--- src/design/sssp_ram.sv ---
// Generic single-port-write, single-read RAM with registered read data.
module sssp_ram #(
  parameter int WIDTH = 8,
  parameter int DEPTH = 16
) (
  input  logic                     clk,
  input  logic                     wr_en,
  input  logic [$clog2(DEPTH)-1:0] wr_addr,
  input  logic [WIDTH-1:0]         wr_data,
  input  logic [$clog2(DEPTH)-1:0] rd_addr,
  output logic [WIDTH-1:0]         rd_data
);

  logic [WIDTH-1:0] mem [DEPTH];

  // Write port and registered read port.
  always_ff @(posedge clk) begin
    if (wr_en) begin
      mem[wr_addr] <= wr_data;
    end
    rd_data <= mem[rd_addr];
  end

endmodule

--- config.mk ---
export PLATFORM = sky130hd
export DESIGN_NAME = sssp_ram
export DESIGN_NICKNAME = d
export VERILOG_FILES = /design/src/design/sssp_ram.sv
export SDC_FILE = /design/constraint.sdc
export NUM_CORES = 1
export LEC_CHECK = 0
export BUFFER_PORTS_ARGS = -buffer_cell sky130_fd_sc_hd__buf_2
export CORE_MARGIN = 2
export CORE_UTILIZATION = 50
export DETAILED_ROUTE_END_ITERATION = 7
export GPL_TIMING_DRIVEN = 0
export PLACE_DENSITY = 0.74
export SYNTH_ARGS = -nofsm -noshare
export SYNTH_HDL_FRONTEND = slang
export SYNTH_SLANG_ARGS = --single-unit
--- constraint.sdc ---
create_clock -name clk -period 4.3 [get_ports clk]
set_input_delay 1.29 -clock clk [delete_from_list [all_inputs] [get_ports clk]]
set_output_delay 1.29 -clock clk [all_outputs]
set_load 0.005 [all_outputs]
* Word-level counts from Yosys, hierarchy flattened
Memories as Yosys holds them, arrays and structs flattened. A register that Yosys moved wholly into a read port is not among the register bits. Cells that the tools add are included.
Storage, ports and cells: memory bits (writable) 128, memories 1, register bits 0
Memories:
- mem | words 16, width 8, read ports 1, clocked after memory_dff 1, write ports 1, RTL line 14 | logic [WIDTH-1:0] mem [DEPTH];
Operators by class: multiplexer cells 2
Operators by type and width (count):
- 2-to-1 mux 1 bit | 2

* Longest topological paths before layout
Gate-level depths: netlist (run 1).
depth after elaboration 2, gate-level depth with buffers 5, gate-level depth less buffers 3

* Worst setup path after synthesis (run 1)
No wires, ideal clock.
path type input-to-reg, from input port wr_addr[2], to memory mem[0][0], enable pin, arrival time 2.400 ns, data required time 3.917 ns, stages on the path 2, library setup time 0.383 ns, path buffers 0, slack 1.517 ns, path through or3b_2 -> nor3_1
RTL lines:
- start, declared | RTL line 8 | input logic [$clog2(DEPTH)-1:0] wr_addr,
- end, declared | RTL line 14
Straight into the memory's write port.

* Worst setup path after layout (run 1)
from input port wr_addr[2], to memory mem[8][0], enable pin
Straight into the memory's write port.

==> results_tabular.tex, run 1 <==
\begin{tabular}{lr}
\hline
Metric & Value \\
\hline
\multicolumn{2}{l}{\textbf{Run status}} \\
Status & finished, final reports clean \\
\multicolumn{2}{l}{\textbf{Global routing}} \\
Antenna violations before repair & 0 \\
Global-route wire length before repair & about 14 mm \\
Via count of the first global-routing pass & 2394 \\
Global router's overall resource usage & 18.73\% \\
Global route overflow & 0 \\
Pin count of the biggest net entering global routing & 17 \\
\multicolumn{2}{l}{\textbf{Worst setup path}} \\
Worst setup path class & in2reg \\
Reg2reg start & mem[5][0]\$\_DFFE\_PP\_ \\
Crit. Startpoint & wr\_addr[2] \\
Arrival time worst endpoint & about 2600 ps \\
Critical Path RT & $\sim$4400 ps \\
Type of origin of the critical path & primary input \\
Critical Path End Type & register \\
Critical-path maximum fanout & 8 \\
\multicolumn{2}{l}{\textbf{Timing}} \\
Worst Clk Skew & between 6 and 7 ps \\
Worst-case setup margin in the final layout & 1788 ps \\
Setup repair after global routing missed its margin & false \\
Max-Slew Margin vs Limit & about 17\% \\
Tmin final & 2512 ps \\
Worst-margin pin slew & 1236 ps \\
Count of pins over their slew limit & 0 \\
Count of final hold-check violations & 0 \\
Highest clock rate & roughly 400 MHz \\
Count of final setup violators & 0 \\
Share of the cycle needed by the critical path after routing & 58.42\% \\
Post-route setup TNS & 0 ps \\
\multicolumn{2}{l}{\textbf{Yosys}} \\
Post-synthesis cell count & between 200 and 250 \\
Mean cell area of the mapped netlist & around 22 um2 \\
Distinct cell type count after synthesis & 19 \\
Synth Cell Area & about 5000 um2 \\
Sequential cell area fraction in the yosys report & about 80\% \\
Yosys warning count & 0 \\
Number of synthesized register bits & 136 \\
Syn nets & approximately 250 \\
\multicolumn{2}{l}{\textbf{Floorplanning}} \\
Vertical die dimension & $\sim$110 um \\
Ports & 26 \\
Starting density of the core & between 50\% and 60\% \\
Area of the die & $\sim$11000 um2 \\
Floorplan Core Area & a little over 10000 um2 \\
Number of placement rows & 37 \\
Width of the chip & approximately 110 um \\
\multicolumn{2}{l}{\textbf{Min path}} \\
Worst Hold Launch & mem[10][2]\$\_DFFE\_PP\_ \\
Worst hold path class & reg2reg \\
\multicolumn{2}{l}{\textbf{CTS}} \\
Skew-Pair Late Insertion Delay & about 520 ps \\
Buffer type at the clock tree root & sky130\_fd\_sc\_hd\_\_clkbuf\_8 \\
Quantity of gates resized following cts & 0 \\
TritonCTS clock tree & yes \\
Clock input transition at the sequential cells of the worst setup and hold paths & 60 ps \\
Number of buffers added for setup after CTS & 0 \\
Hold bufs inserted after CTS & 0 \\
Max Root-Sink Buffers & 2 \\
H-tree depth reported by CTS & 4 \\
Number of sinks handled by clock tree synthesis & 136 \\
Number of buffers created by CTS & 17 \\
\multicolumn{2}{l}{\textbf{Cells and area}} \\
Layout overhead on the synthesized area & 18.33\% \\
Count of nets after finishing & between 200 and 300 \\
Most frequent cells in the layout & sky130\_fd\_sc\_hd\_\_edfxtp\_1 (128), sky130\_fd\_sc\_hd\_\_buf\_2 (27), sky130\_fd\_sc\_hd\_\_mux4\_2 (18), sky130\_fd\_sc\_hd\_\_a22oi\_1 (16), sky130\_fd\_sc\_hd\_\_clkbuf\_16 (16) \\
Fraction of layout instances using a drive strength above 1 & just under 30\% \\
Leading cell type in the layout, fill and taps excluded & sky130\_fd\_sc\_hd\_\_edfxtp\_1 \\
Count of fill cells added during filler insertion & 700 \\
Number of antenna diodes & 0 \\
\multicolumn{2}{l}{\textbf{Placement}} \\
Dpl ws & roughly 840 ps \\
Detail Placement HPWL & roughly 5.8 mm \\
Count of buffers inserted at the top-level ports & 24 \\
Global placement routability congestion & $\sim$0.73 \\
\multicolumn{2}{l}{\textbf{Power}} \\
Proportion of power drawn by the clock network & around half \\
Portion of total power attributed to sequential cells & around 47\% \\
PwrDens & 525.4 nW/um2 \\
Pint & 2.599 mW \\
Power dissipated by switching net loads & 601.4 uW \\
Standby leakage power & a little over 2 nW \\
Power share of the combinational group & under 10\% \\
Worst VDD drop & 0.3343 mV \\
Switching share of power & a little under a fifth \\
\multicolumn{2}{l}{\textbf{Drt}} \\
Via density per instance & about 5.7 \\
Detailed-router iteration count before antenna repair & 4 \\
WL final & approximately 9.5 mm \\
Number of design rule violations left after detail routing & 0 \\
Total number of vias & 2380 \\
Routed WL per cell & 22.51 um \\
Number of antenna-violating nets in the routed design & 0 \\
Initial drt markers & approximately 230 \\
\multicolumn{2}{l}{\textbf{Run}} \\
MaxCap Viol Count & 0 \\
\hline
\end{tabular}
## state kept, by name (all words and copies together), names as in the netlist
name,cells
mem,128
rd_data,8
## logic make-up after synthesis
kind of cell / synth area share [%]
AO/OA/AOI/OAI: 2.334
buffers and inverters: 1.677
flip-flops: 77.78
multiplexers: 15.02
AND/OR/NAND/NOR: 3.184
## worst max-delay path, cell delays in order
cell	delay [ps]
sky130_fd_sc_hd__buf_2	110
sky130_fd_sc_hd__nand3b_1	250
sky130_fd_sc_hd__nor3_1	980
## synth_stat cells (all sizes together)
cell type      count  area share [%]
mux4              32              15
nor3               4            0.39
or3b               1            0.17
nor2b              1            0.12
a22oi             16             2.3
edfxtp           128              75
and2b              1            0.15
nor2              13            0.95
buf                7             1.1
clkdlybuf4s25      3            0.58
dfxtp              8             3.1
nand2              9            0.66
nand2b             2            0.24
and2               1            0.12
nand3b             2            0.29
nand3              1           0.097
## through the flow
stage	cells	area [um2]	hold slack, ps	power [mW]	util (%)
finish	421	6091	697.2	3.200	60.08
global route	421	6091	735.2	3.298	60.08
CTS	421	6086	697.0	3.219	60.03
detailed placement	389	5438	681.5	1.655	53.63
global placement	389	5438	655.9	1.649	53.63
floorplan	229	5147	629.3	1.592	-
## final cells by class
type                            instances  area (um2)  area share, %
Timing Repair Buffer                   24       120.1          1.972
Multi-Input combinational cell         83        1062          17.44
Clock buffer                           19       421.7          6.923
Sequential cell                       136        4004          65.74
Tap cell                              136       170.2          2.794
Buffer                                 10       86.33          1.417
Clock inverter                         13       226.5          3.718
## final timing paths
kind	end	slack, ps	cells past startpoint
max	mem[8][0]$_DFFE_PP_	1790	3
min	rd_data[2]$_DFF_P_	700	3
max reg2reg	rd_data[0]$_DFF_P_	2900	3
min reg2reg	rd_data[2]$_DFF_P_	700	3
## metal layers
metal | part of all wire [%] | wire (um) | vias to the layer above | global-route usage [%]
met4 | 1.6 | 149 | 0 | 7.429
li1 | - | - | 1065 | -
met5 | 0 | 0 | - | 0
met2 | 48 | 4554 | 100 | 26.64
met3 | 8.7 | 822 | 14 | 6.061
met1 | 42 | 3949 | 1201 | 27.14
## power groups by stage
stage / Combinational [mW] / Clock (mW) / Sequential [mW]
after global placement: 0.135 / 0 / 1.51
after CTS: 0.140 / 1.59 / 1.49
after detailed placement: 0.139 / 0 / 1.52
after floorplan: 0.0752 / 0 / 1.52
after global routing: 0.150 / 1.66 / 1.49
final: 0.138 / 1.57 / 1.49
Note: power is estimated with default switching activity, not from simulation.
==> run 2, diff against run 1 <==
--- a/config.mk
+++ b/config.mk
@@ -5,12 +5,13 @@
 export SDC_FILE = /design/constraint.sdc
 export NUM_CORES = 1
 export LEC_CHECK = 0
+export ABC_AREA = 1
 export BUFFER_PORTS_ARGS = -buffer_cell sky130_fd_sc_hd__buf_2
 export CORE_MARGIN = 2
 export CORE_UTILIZATION = 50
 export DETAILED_ROUTE_END_ITERATION = 7
 export GPL_TIMING_DRIVEN = 0
-export PLACE_DENSITY = 0.74
+export PLACE_DENSITY = 0.77
 export SYNTH_ARGS = -nofsm -noshare
 export SYNTH_HDL_FRONTEND = slang
 export SYNTH_SLANG_ARGS = --single-unit
==> constraint.sdc (replaced) <==
create_clock -name clk -period 2.3 [get_ports clk]
set_input_delay 0.69 -clock clk [delete_from_list [all_inputs] [get_ports clk]]
set_output_delay 0.69 -clock clk [all_outputs]
set_load 0.005 [all_outputs]
==> results_tabular.tex, run 2 <==
\begin{tabular}{lr}
\hline
Metric & Value \\
\hline
\multicolumn{2}{l}{\textbf{Run status}} \\
Status & finished, final reports clean \\
\multicolumn{2}{l}{\textbf{CTS}} \\
Number of sinks handled by clock tree synthesis & between 100 and 150 \\
Quantity of gates resized following cts & 0 \\
Max Root-Sink Buffers & 2 \\
Skew-Pair Late Insertion Delay & approximately 420 ps \\
Hold bufs inserted after CTS & 0 \\
Number of buffers added for setup after CTS & 0 \\
TritonCTS clock tree & yes \\
Clock input transition at the sequential cells of the worst setup and hold paths & 60 ps \\
H-tree depth reported by CTS & 4 \\
Buffer type at the clock tree root & sky130\_fd\_sc\_hd\_\_clkbuf\_16 \\
Number of buffers created by CTS & 17 \\
\multicolumn{2}{l}{\textbf{Cells and area}} \\
Largest regs & mem x128, rd\_data x8 \\
Number of antenna diodes & 0 \\
Multi-input gate area & roughly 1200 um2 \\
Count of non-filler cells in the finished layout & roughly 750 \\
Fraction of layout instances using a drive strength above 1 & a little over an eighth \\
Count of fill cells added during filler insertion & $\sim$900 \\
Leading cell type in the layout, fill and taps excluded & sky130\_fd\_sc\_hd\_\_nand2\_1 \\
Register with the highest flop count & mem \\
Layout overhead on the synthesized area & 17.10\% \\
Register area & between 4000 and 5000 um2 \\
Flip-flop count of the largest register after layout & 128 \\
Most frequent cells in the layout & sky130\_fd\_sc\_hd\_\_nand2\_1 (173), sky130\_fd\_sc\_hd\_\_edfxtp\_1 (128), sky130\_fd\_sc\_hd\_\_inv\_1 (100), sky130\_fd\_sc\_hd\_\_nand3\_1 (97), sky130\_fd\_sc\_hd\_\_buf\_2 (35) \\
Count of nets after finishing & 610 \\
\multicolumn{2}{l}{\textbf{Timing}} \\
Count of final hold-check violations & 0 \\
Count of final setup violators & 0 \\
Share of the cycle needed by the critical path after routing & between 70\% and 80\% \\
Max-Slew Margin vs Limit & roughly two fifths \\
Post-route setup TNS & 0 ps \\
Count of pins over their slew limit & 0 \\
Highest clock rate & between 500 and 600 MHz \\
Setup repair after global routing missed its margin & false \\
Worst Clk Skew & 8.576 ps \\
Worst-margin pin slew & between 800 and 900 ps \\
Tmin final & 1758 ps \\
\multicolumn{2}{l}{\textbf{Worst setup path}} \\
Worst setup path class & in2reg \\
Critical Path End Type & register \\
Arrival time worst endpoint & 1800 ps \\
Type of origin of the critical path & primary input \\
Critical Path RT & about 2400 ps \\
Critical-path maximum fanout & 8 \\
\multicolumn{2}{l}{\textbf{Yosys}} \\
Library cell occupying the most area in the post-synthesis netlist & sky130\_fd\_sc\_hd\_\_edfxtp\_1 \\
Synth Cell Area & 5767 um2 \\
Top-area cell type share of the netlist area & between 60\% and 70\% \\
Mean cell area of the mapped netlist & between 10 and 15 um2 \\
Top cells by area, synth & sky130\_fd\_sc\_hd\_\_edfxtp\_1 (67\%), sky130\_fd\_sc\_hd\_\_nand2\_1 (11\%), sky130\_fd\_sc\_hd\_\_nand3\_1 (8.4\%) \\
Yosys warning count & 0 \\
Commonest register cell after synthesis & sky130\_fd\_sc\_hd\_\_edfxtp\_1 \\
Sequential cell area fraction in the yosys report & between 60\% and 70\% \\
Number of enable flip-flop cells after synthesis & approximately 130 \\
Syn nets & 569 \\
Number of synthesized register bits & approximately 140 \\
Synth top cells by count & sky130\_fd\_sc\_hd\_\_nand2\_1 (173), sky130\_fd\_sc\_hd\_\_edfxtp\_1 (128), sky130\_fd\_sc\_hd\_\_inv\_1 (100), sky130\_fd\_sc\_hd\_\_nand3\_1 (97), sky130\_fd\_sc\_hd\_\_nor2\_1 (17) \\
Post-synthesis cell count & roughly 550 \\
Async set-reset flop share out of synthesis & 0\% \\
Count leader, synth & sky130\_fd\_sc\_hd\_\_nand2\_1 \\
Distinct cell type count after synthesis & 12 \\
\multicolumn{2}{l}{\textbf{Drt}} \\
Via density per instance & 5.336 \\
Detailed-router iteration count before antenna repair & 6 \\
WL final & $\sim$14 mm \\
Initial drt markers & roughly 620 \\
Number of antenna-violating nets in the routed design & 0 \\
Routed WL per cell & 18.36 um \\
Total number of vias & $\sim$4000 \\
Number of design rule violations left after detail routing & 0 \\
\multicolumn{2}{l}{\textbf{Global routing}} \\
Global-route wire length before repair & about 22 mm \\
Global route overflow & 0 \\
Global router's overall resource usage & a little under a quarter \\
Pin count of the biggest net entering global routing & 17 \\
Via count of the first global-routing pass & between 3000 and 4000 \\
Antenna violations before repair & 0 \\
\multicolumn{2}{l}{\textbf{Floorplanning}} \\
Floorplan Core Area & roughly 11000 um2 \\
Starting density of the core & slightly above 50\% \\
Area of the die & between 10000 and 15000 um2 \\
Number of placement rows & 39 \\
Ports & 26 \\
Width of the chip & roughly 110 um \\
Vertical die dimension & between 100 and 150 um \\
\multicolumn{2}{l}{\textbf{Placement}} \\
Global placement routability congestion & roughly 0.9 \\
Detail Placement HPWL & between 8 and 9 mm \\
Count of buffers inserted at the top-level ports & 22 \\
Placed cell count & approximately 720 \\
\multicolumn{2}{l}{\textbf{Min path}} \\
Worst hold path class & in2reg \\
\multicolumn{2}{l}{\textbf{Power}} \\
Pint & 5.027 mW \\
Portion of total power attributed to sequential cells & 44.2\% \\
Standby leakage power & 2.954 nW \\
Worst VDD drop & roughly 0.57 mV \\
PwrDens & 932.6 nW/um2 \\
Switching share of power & 20.17\% \\
Proportion of power drawn by the clock network & about 50\% \\
Power share of the combinational group & $\sim$5.7\% \\
Power dissipated by switching net loads & 1.270 mW \\
\multicolumn{2}{l}{\textbf{Run}} \\
MaxCap Viol Count & 0 \\
\hline
\end{tabular}
-- run 2: cell types whose count changed after synthesis, moves of 3 or more --
cell / before / now
sky130_fd_sc_hd__nor2_1: 13 / 17
sky130_fd_sc_hd__nand2_1: 9 / 173
sky130_fd_sc_hd__nor3_1: 4 / 0
sky130_fd_sc_hd__buf_4: 1 / 4
sky130_fd_sc_hd__clkdlybuf4s25_2: 3 / 0
sky130_fd_sc_hd__a22oi_1: 16 / 0
sky130_fd_sc_hd__mux4_2: 18 / 0
sky130_fd_sc_hd__nand3_1: 1 / 97
sky130_fd_sc_hd__buf_2: 3 / 13
sky130_fd_sc_hd__buf_6: 3 / 6
sky130_fd_sc_hd__inv_1: 0 / 100
sky130_fd_sc_hd__mux4_1: 14 / 0
-- run 2: critical path, cell delays in order --
cell                       delay (ps)
sky130_fd_sc_hd__buf_2            120
sky130_fd_sc_hd__nand3b_1         280
sky130_fd_sc_hd__nor2_1           710
-- run 2: final cells by class --
type	instances	share of cell area, %
Buffer	24	2.464
Clock inverter	11	3.205
Clock buffer	21	7.115
Tap cell	143	2.650
Sequential cell	136	59.29
Inverter	102	5.670
Timing Repair Buffer	22	1.631
Multi-Input combinational cell	289	17.97
-- run 2: logic make-up after synthesis --
group | count (synthesis) | synth area share [%]
simple gates | 289 | 21.05
flops | 136 | 69.43
buf+inv | 126 | 9.525
-- run 2: per-layer routing --
metal | global-route usage (%) | wire (um) | vias up
met1 | 32.06 | 5551 | 1857
li1 | - | - | 1856
met4 | 8.477 | 319 | 0
met3 | 5.389 | 1414 | 36
met2 | 37.20 | 6453 | 242
met5 | 0 | 0 | -
-- run 2: per-stage QoR --
stage / cell area (um2) / hold WS (ps) / utilization [%] / setup WS (ps) / power, mW
finish: 6753 / 692.9 / 59.65 / 541.7 / 6.297
global route: 6753 / 701.7 / 59.65 / 513.1 / 6.448
CTS: 6753 / 683.1 / 59.65 / 600.1 / 6.297
detailed placement: 6056 / 691.3 / 53.49 / 174.9 / 3.185
global placement: 6056 / 686.0 / 53.49 / 183.5 / 3.173
floorplan: 5767 / 607.4 / - / 659.2 / 3.033
-- run 2: power by group through the flow --
stage	combinational, mW	clock, mW	sequential [mW]
after CTS	0.354	3.16	2.79
final	0.361	3.15	2.79
after global placement	0.339	0	2.83
after global routing	0.394	3.26	2.79
after detailed placement	0.347	0	2.84
after floorplan	0.195	0	2.84
-- run 2: path summary, 6_finish.rpt --
kind                  startpoint                   to  slack (ps)  cells past startpoint
max                   wr_addr[3]  mem[7][1]$_DFFE_PP_         540                      3
min                   rd_addr[2]   rd_data[1]$_DFF_P_         690                      4
min reg2reg  mem[6][1]$_DFFE_PP_   rd_data[1]$_DFF_P_         710                      6
max reg2reg  mem[8][1]$_DFFE_PP_   rd_data[1]$_DFF_P_        1220                      6
==> run 3, diff against run 2 <==
--- a/config.mk
+++ b/config.mk
@@ -5,7 +5,7 @@
 export SDC_FILE = /design/constraint.sdc
 export NUM_CORES = 1
 export LEC_CHECK = 0
-export ABC_AREA = 1
+export ABC_AREA = 0
 export BUFFER_PORTS_ARGS = -buffer_cell sky130_fd_sc_hd__buf_2
 export CORE_MARGIN = 2
 export CORE_UTILIZATION = 50
==> constraint.sdc (replaced) <==
create_clock -name clk -period 1.49 [get_ports clk]
set_input_delay 0.447 -clock clk [delete_from_list [all_inputs] [get_ports clk]]
set_output_delay 0.447 -clock clk [all_outputs]
set_load 0.005 [all_outputs]
==> results_tabular.tex, run 3 (same netlist as run 1, synthesis figures left out) <==
\begin{tabular}{lr}
\hline
Metric & Value \\
\hline
\multicolumn{2}{l}{\textbf{Placement}} \\
Global placement routability congestion & approximately 0.74 \\
Placed cell count & between 300 and 400 \\
Count of buffers inserted at the top-level ports & 24 \\
Detail Placement HPWL & approximately 6.1 mm \\
\multicolumn{2}{l}{\textbf{CTS}} \\
Number of sinks handled by clock tree synthesis & 136 \\
Quantity of gates resized following cts & 0 \\
Skew-Pair Late Insertion Delay & between 500 and 600 ps \\
H-tree depth reported by CTS & 4 \\
TritonCTS clock tree & yes \\
Hold bufs inserted after CTS & 0 \\
Clock input transition at the sequential cells of the worst setup and hold paths & approximately 60 ps \\
Number of buffers added for setup after CTS & 0 \\
Buffer type at the clock tree root & sky130\_fd\_sc\_hd\_\_clkbuf\_8 \\
Number of buffers created by CTS & 17 \\
Max Root-Sink Buffers & 2 \\
\multicolumn{2}{l}{\textbf{Timing}} \\
Tmin final & roughly 1400 ps \\
Share of the cycle needed by the critical path after routing & 93.21\% \\
Max-Slew Margin vs Limit & between 40 and 50\% \\
Count of pins over their slew limit & 0 \\
Setup repair after global routing missed its margin & false \\
Highest clock rate & $\sim$720 MHz \\
Count of final setup violators & 0 \\
Worst-margin pin slew & approximately 800 ps \\
Count of final hold-check violations & 0 \\
Worst Clk Skew & between 3 and 4 ps \\
\multicolumn{2}{l}{\textbf{Floorplanning}} \\
Floorplan Core Area & 10140 um2 \\
Starting density of the core & 50.77\% \\
Width of the chip & around 110 um \\
Number of placement rows & 37 \\
Ports & 26 \\
Area of the die & roughly 11000 um2 \\
Vertical die dimension & $\sim$110 um \\
\multicolumn{2}{l}{\textbf{Worst setup path}} \\
CP max stage delay & 500 ps \\
Crit. Startpoint & mem[1][0]\$\_DFFE\_PP\_ \\
Arrival time worst endpoint & 1790 ps \\
Critical-path maximum fanout & 1 \\
Worst setup path class & reg2reg \\
Critical Path RT & $\sim$1900 ps \\
Cell-by-cell listing of the critical path & mux4\_1 -> a22oi\_1 -> nand2\_1 \\
Cell with the largest stage delay on the worst path & sky130\_fd\_sc\_hd\_\_mux4\_1 \\
Type of origin of the critical path & register \\
Reg2reg start & mem[1][0]\$\_DFFE\_PP\_ \\
Critical Path End Type & register \\
\multicolumn{2}{l}{\textbf{Run}} \\
MaxCap Viol Count & 0 \\
\multicolumn{2}{l}{\textbf{Power}} \\
PwrDens & between 1000 and 1500 nW/um2 \\
Worst VDD drop & roughly 0.6 mV \\
Overall power of the completed layout & a little under 9 mW \\
Standby leakage power & between 2 and 2.5 nW \\
\multicolumn{2}{l}{\textbf{Cells and area}} \\
Count of fill cells added during filler insertion & 699 \\
Number of antenna diodes & 0 \\
Fraction of layout instances using a drive strength above 1 & 35.79\% \\
Most frequent cells in the layout & sky130\_fd\_sc\_hd\_\_edfxtp\_1 (128), sky130\_fd\_sc\_hd\_\_mux4\_2 (29), sky130\_fd\_sc\_hd\_\_buf\_2 (27), sky130\_fd\_sc\_hd\_\_clkbuf\_16 (20), sky130\_fd\_sc\_hd\_\_a22oi\_1 (16) \\
Layout overhead on the synthesized area & 17.65\% \\
Flip-flop count of the largest register after layout & $\sim$130 \\
Register with the highest flop count & mem \\
Leading cell type in the layout, fill and taps excluded & sky130\_fd\_sc\_hd\_\_edfxtp\_1 \\
Largest regs & mem x128, rd\_data x8 \\
Count of nets after finishing & 290 \\
Count of non-filler cells in the finished layout & roughly 420 \\
\multicolumn{2}{l}{\textbf{Global routing}} \\
Global route overflow & 0 \\
Antenna violations before repair & 0 \\
Global-route wire length before repair & approximately 14 mm \\
Via count of the first global-routing pass & approximately 2500 \\
Global router's overall resource usage & between 10\% and 20\% \\
Pin count of the biggest net entering global routing & 17 \\
\multicolumn{2}{l}{\textbf{Drt}} \\
Routed WL per cell & around 23 um \\
WL final & 9.543 mm \\
Initial drt markers & $\sim$230 \\
Via density per instance & 5.627 \\
Detailed-router iteration count before antenna repair & 4 \\
Number of design rule violations left after detail routing & 0 \\
Number of antenna-violating nets in the routed design & 0 \\
Total number of vias & between 2000 and 2500 \\
\multicolumn{2}{l}{\textbf{Min path}} \\
Worst hold path class & in2reg \\
Worst Hold Launch & wr\_data[6] \\
\multicolumn{2}{l}{\textbf{Run status}} \\
Status & finished, final reports clean \\
\hline
\end{tabular}
[run 3: cell types whose count changed in the layout (fill, tap and decap cells not counted), moves of 4 or more]
cell / delta
sky130_fd_sc_hd__buf_2: -8
sky130_fd_sc_hd__nor2_1: -7
sky130_fd_sc_hd__mux4_2: +29
sky130_fd_sc_hd__buf_4: -4
sky130_fd_sc_hd__bufinv_16: -6
sky130_fd_sc_hd__nand2_1: -164
sky130_fd_sc_hd__buf_6: -6
sky130_fd_sc_hd__a22oi_1: +16
sky130_fd_sc_hd__nand3_1: -96
sky130_fd_sc_hd__inv_1: -100
[run 3: power breakdown]
part	internal, mW	total [mW]	switching [mW]	leakage [nW]
logic	0.185	0.426	0.241	0.491
registers	4.28	4.30	0.0203	1.22
clock network	2.48	3.95	1.48	0.290
[run 3: worst paths after layout]
check | endpoint | slack [ps] | cells after the start
hold reg to reg | rd_data[2]$_DFF_P_ | 700 | 3
setup / recovery | rd_data[0]$_DFF_P_ | 100 | 3
setup reg to reg | rd_data[0]$_DFF_P_ | 100 | 3
hold / removal | mem[14][6]$_DFFE_PP_ | 320 | 1
[run 3: through the flow]
step | cell area, um2 | setup slack, ps | TNS (ps) | hold slack [ps] | utilization, %
after global routing | 6056 | 28.75 | 0 | 307.8 | 59.73
after global placement | 5466 | -361.8 | -42380 | 666.2 | 53.92
final | 6056 | 101.1 | 0 | 324.4 | 59.73
after floorplan | 5176 | -60.01 | -641.7 | 545.9 | -
after detailed placement | 5466 | -397.6 | -45310 | 675.8 | 53.92
after CTS | 6056 | 92.85 | 0 | 309.7 | 59.73
[run 3: worst max-delay path: cells and delay by family (launching register included)]
kind,cells,cell delay [ps]
muxes,1,500
DFF,1,350
and+or+nand+nor,1,90
AOI/OAI and AO/OA,1,330
[run 3: final cells by class]
type,instances,area [um2],area share [%]
Timing Repair Buffer,24,120.1,1.983
Sequential cell,136,4004,66.12
Tap cell,136,170.2,2.810
Multi-Input combinational cell,83,1052,17.38
Buffer,10,120.1,1.983
Clock buffer,23,531.8,8.781
Clock inverter,9,57.56,0.9504
[run 3: per-layer routing]
layer	part of all wire [%]	vias to the layer above	track usage [%]
met5	0	-	0
met4	1.8	0	7.238
met3	8.1	11	7.669
met2	49	94	28.25
met1	41	1217	24.76
li1	-	1047	-
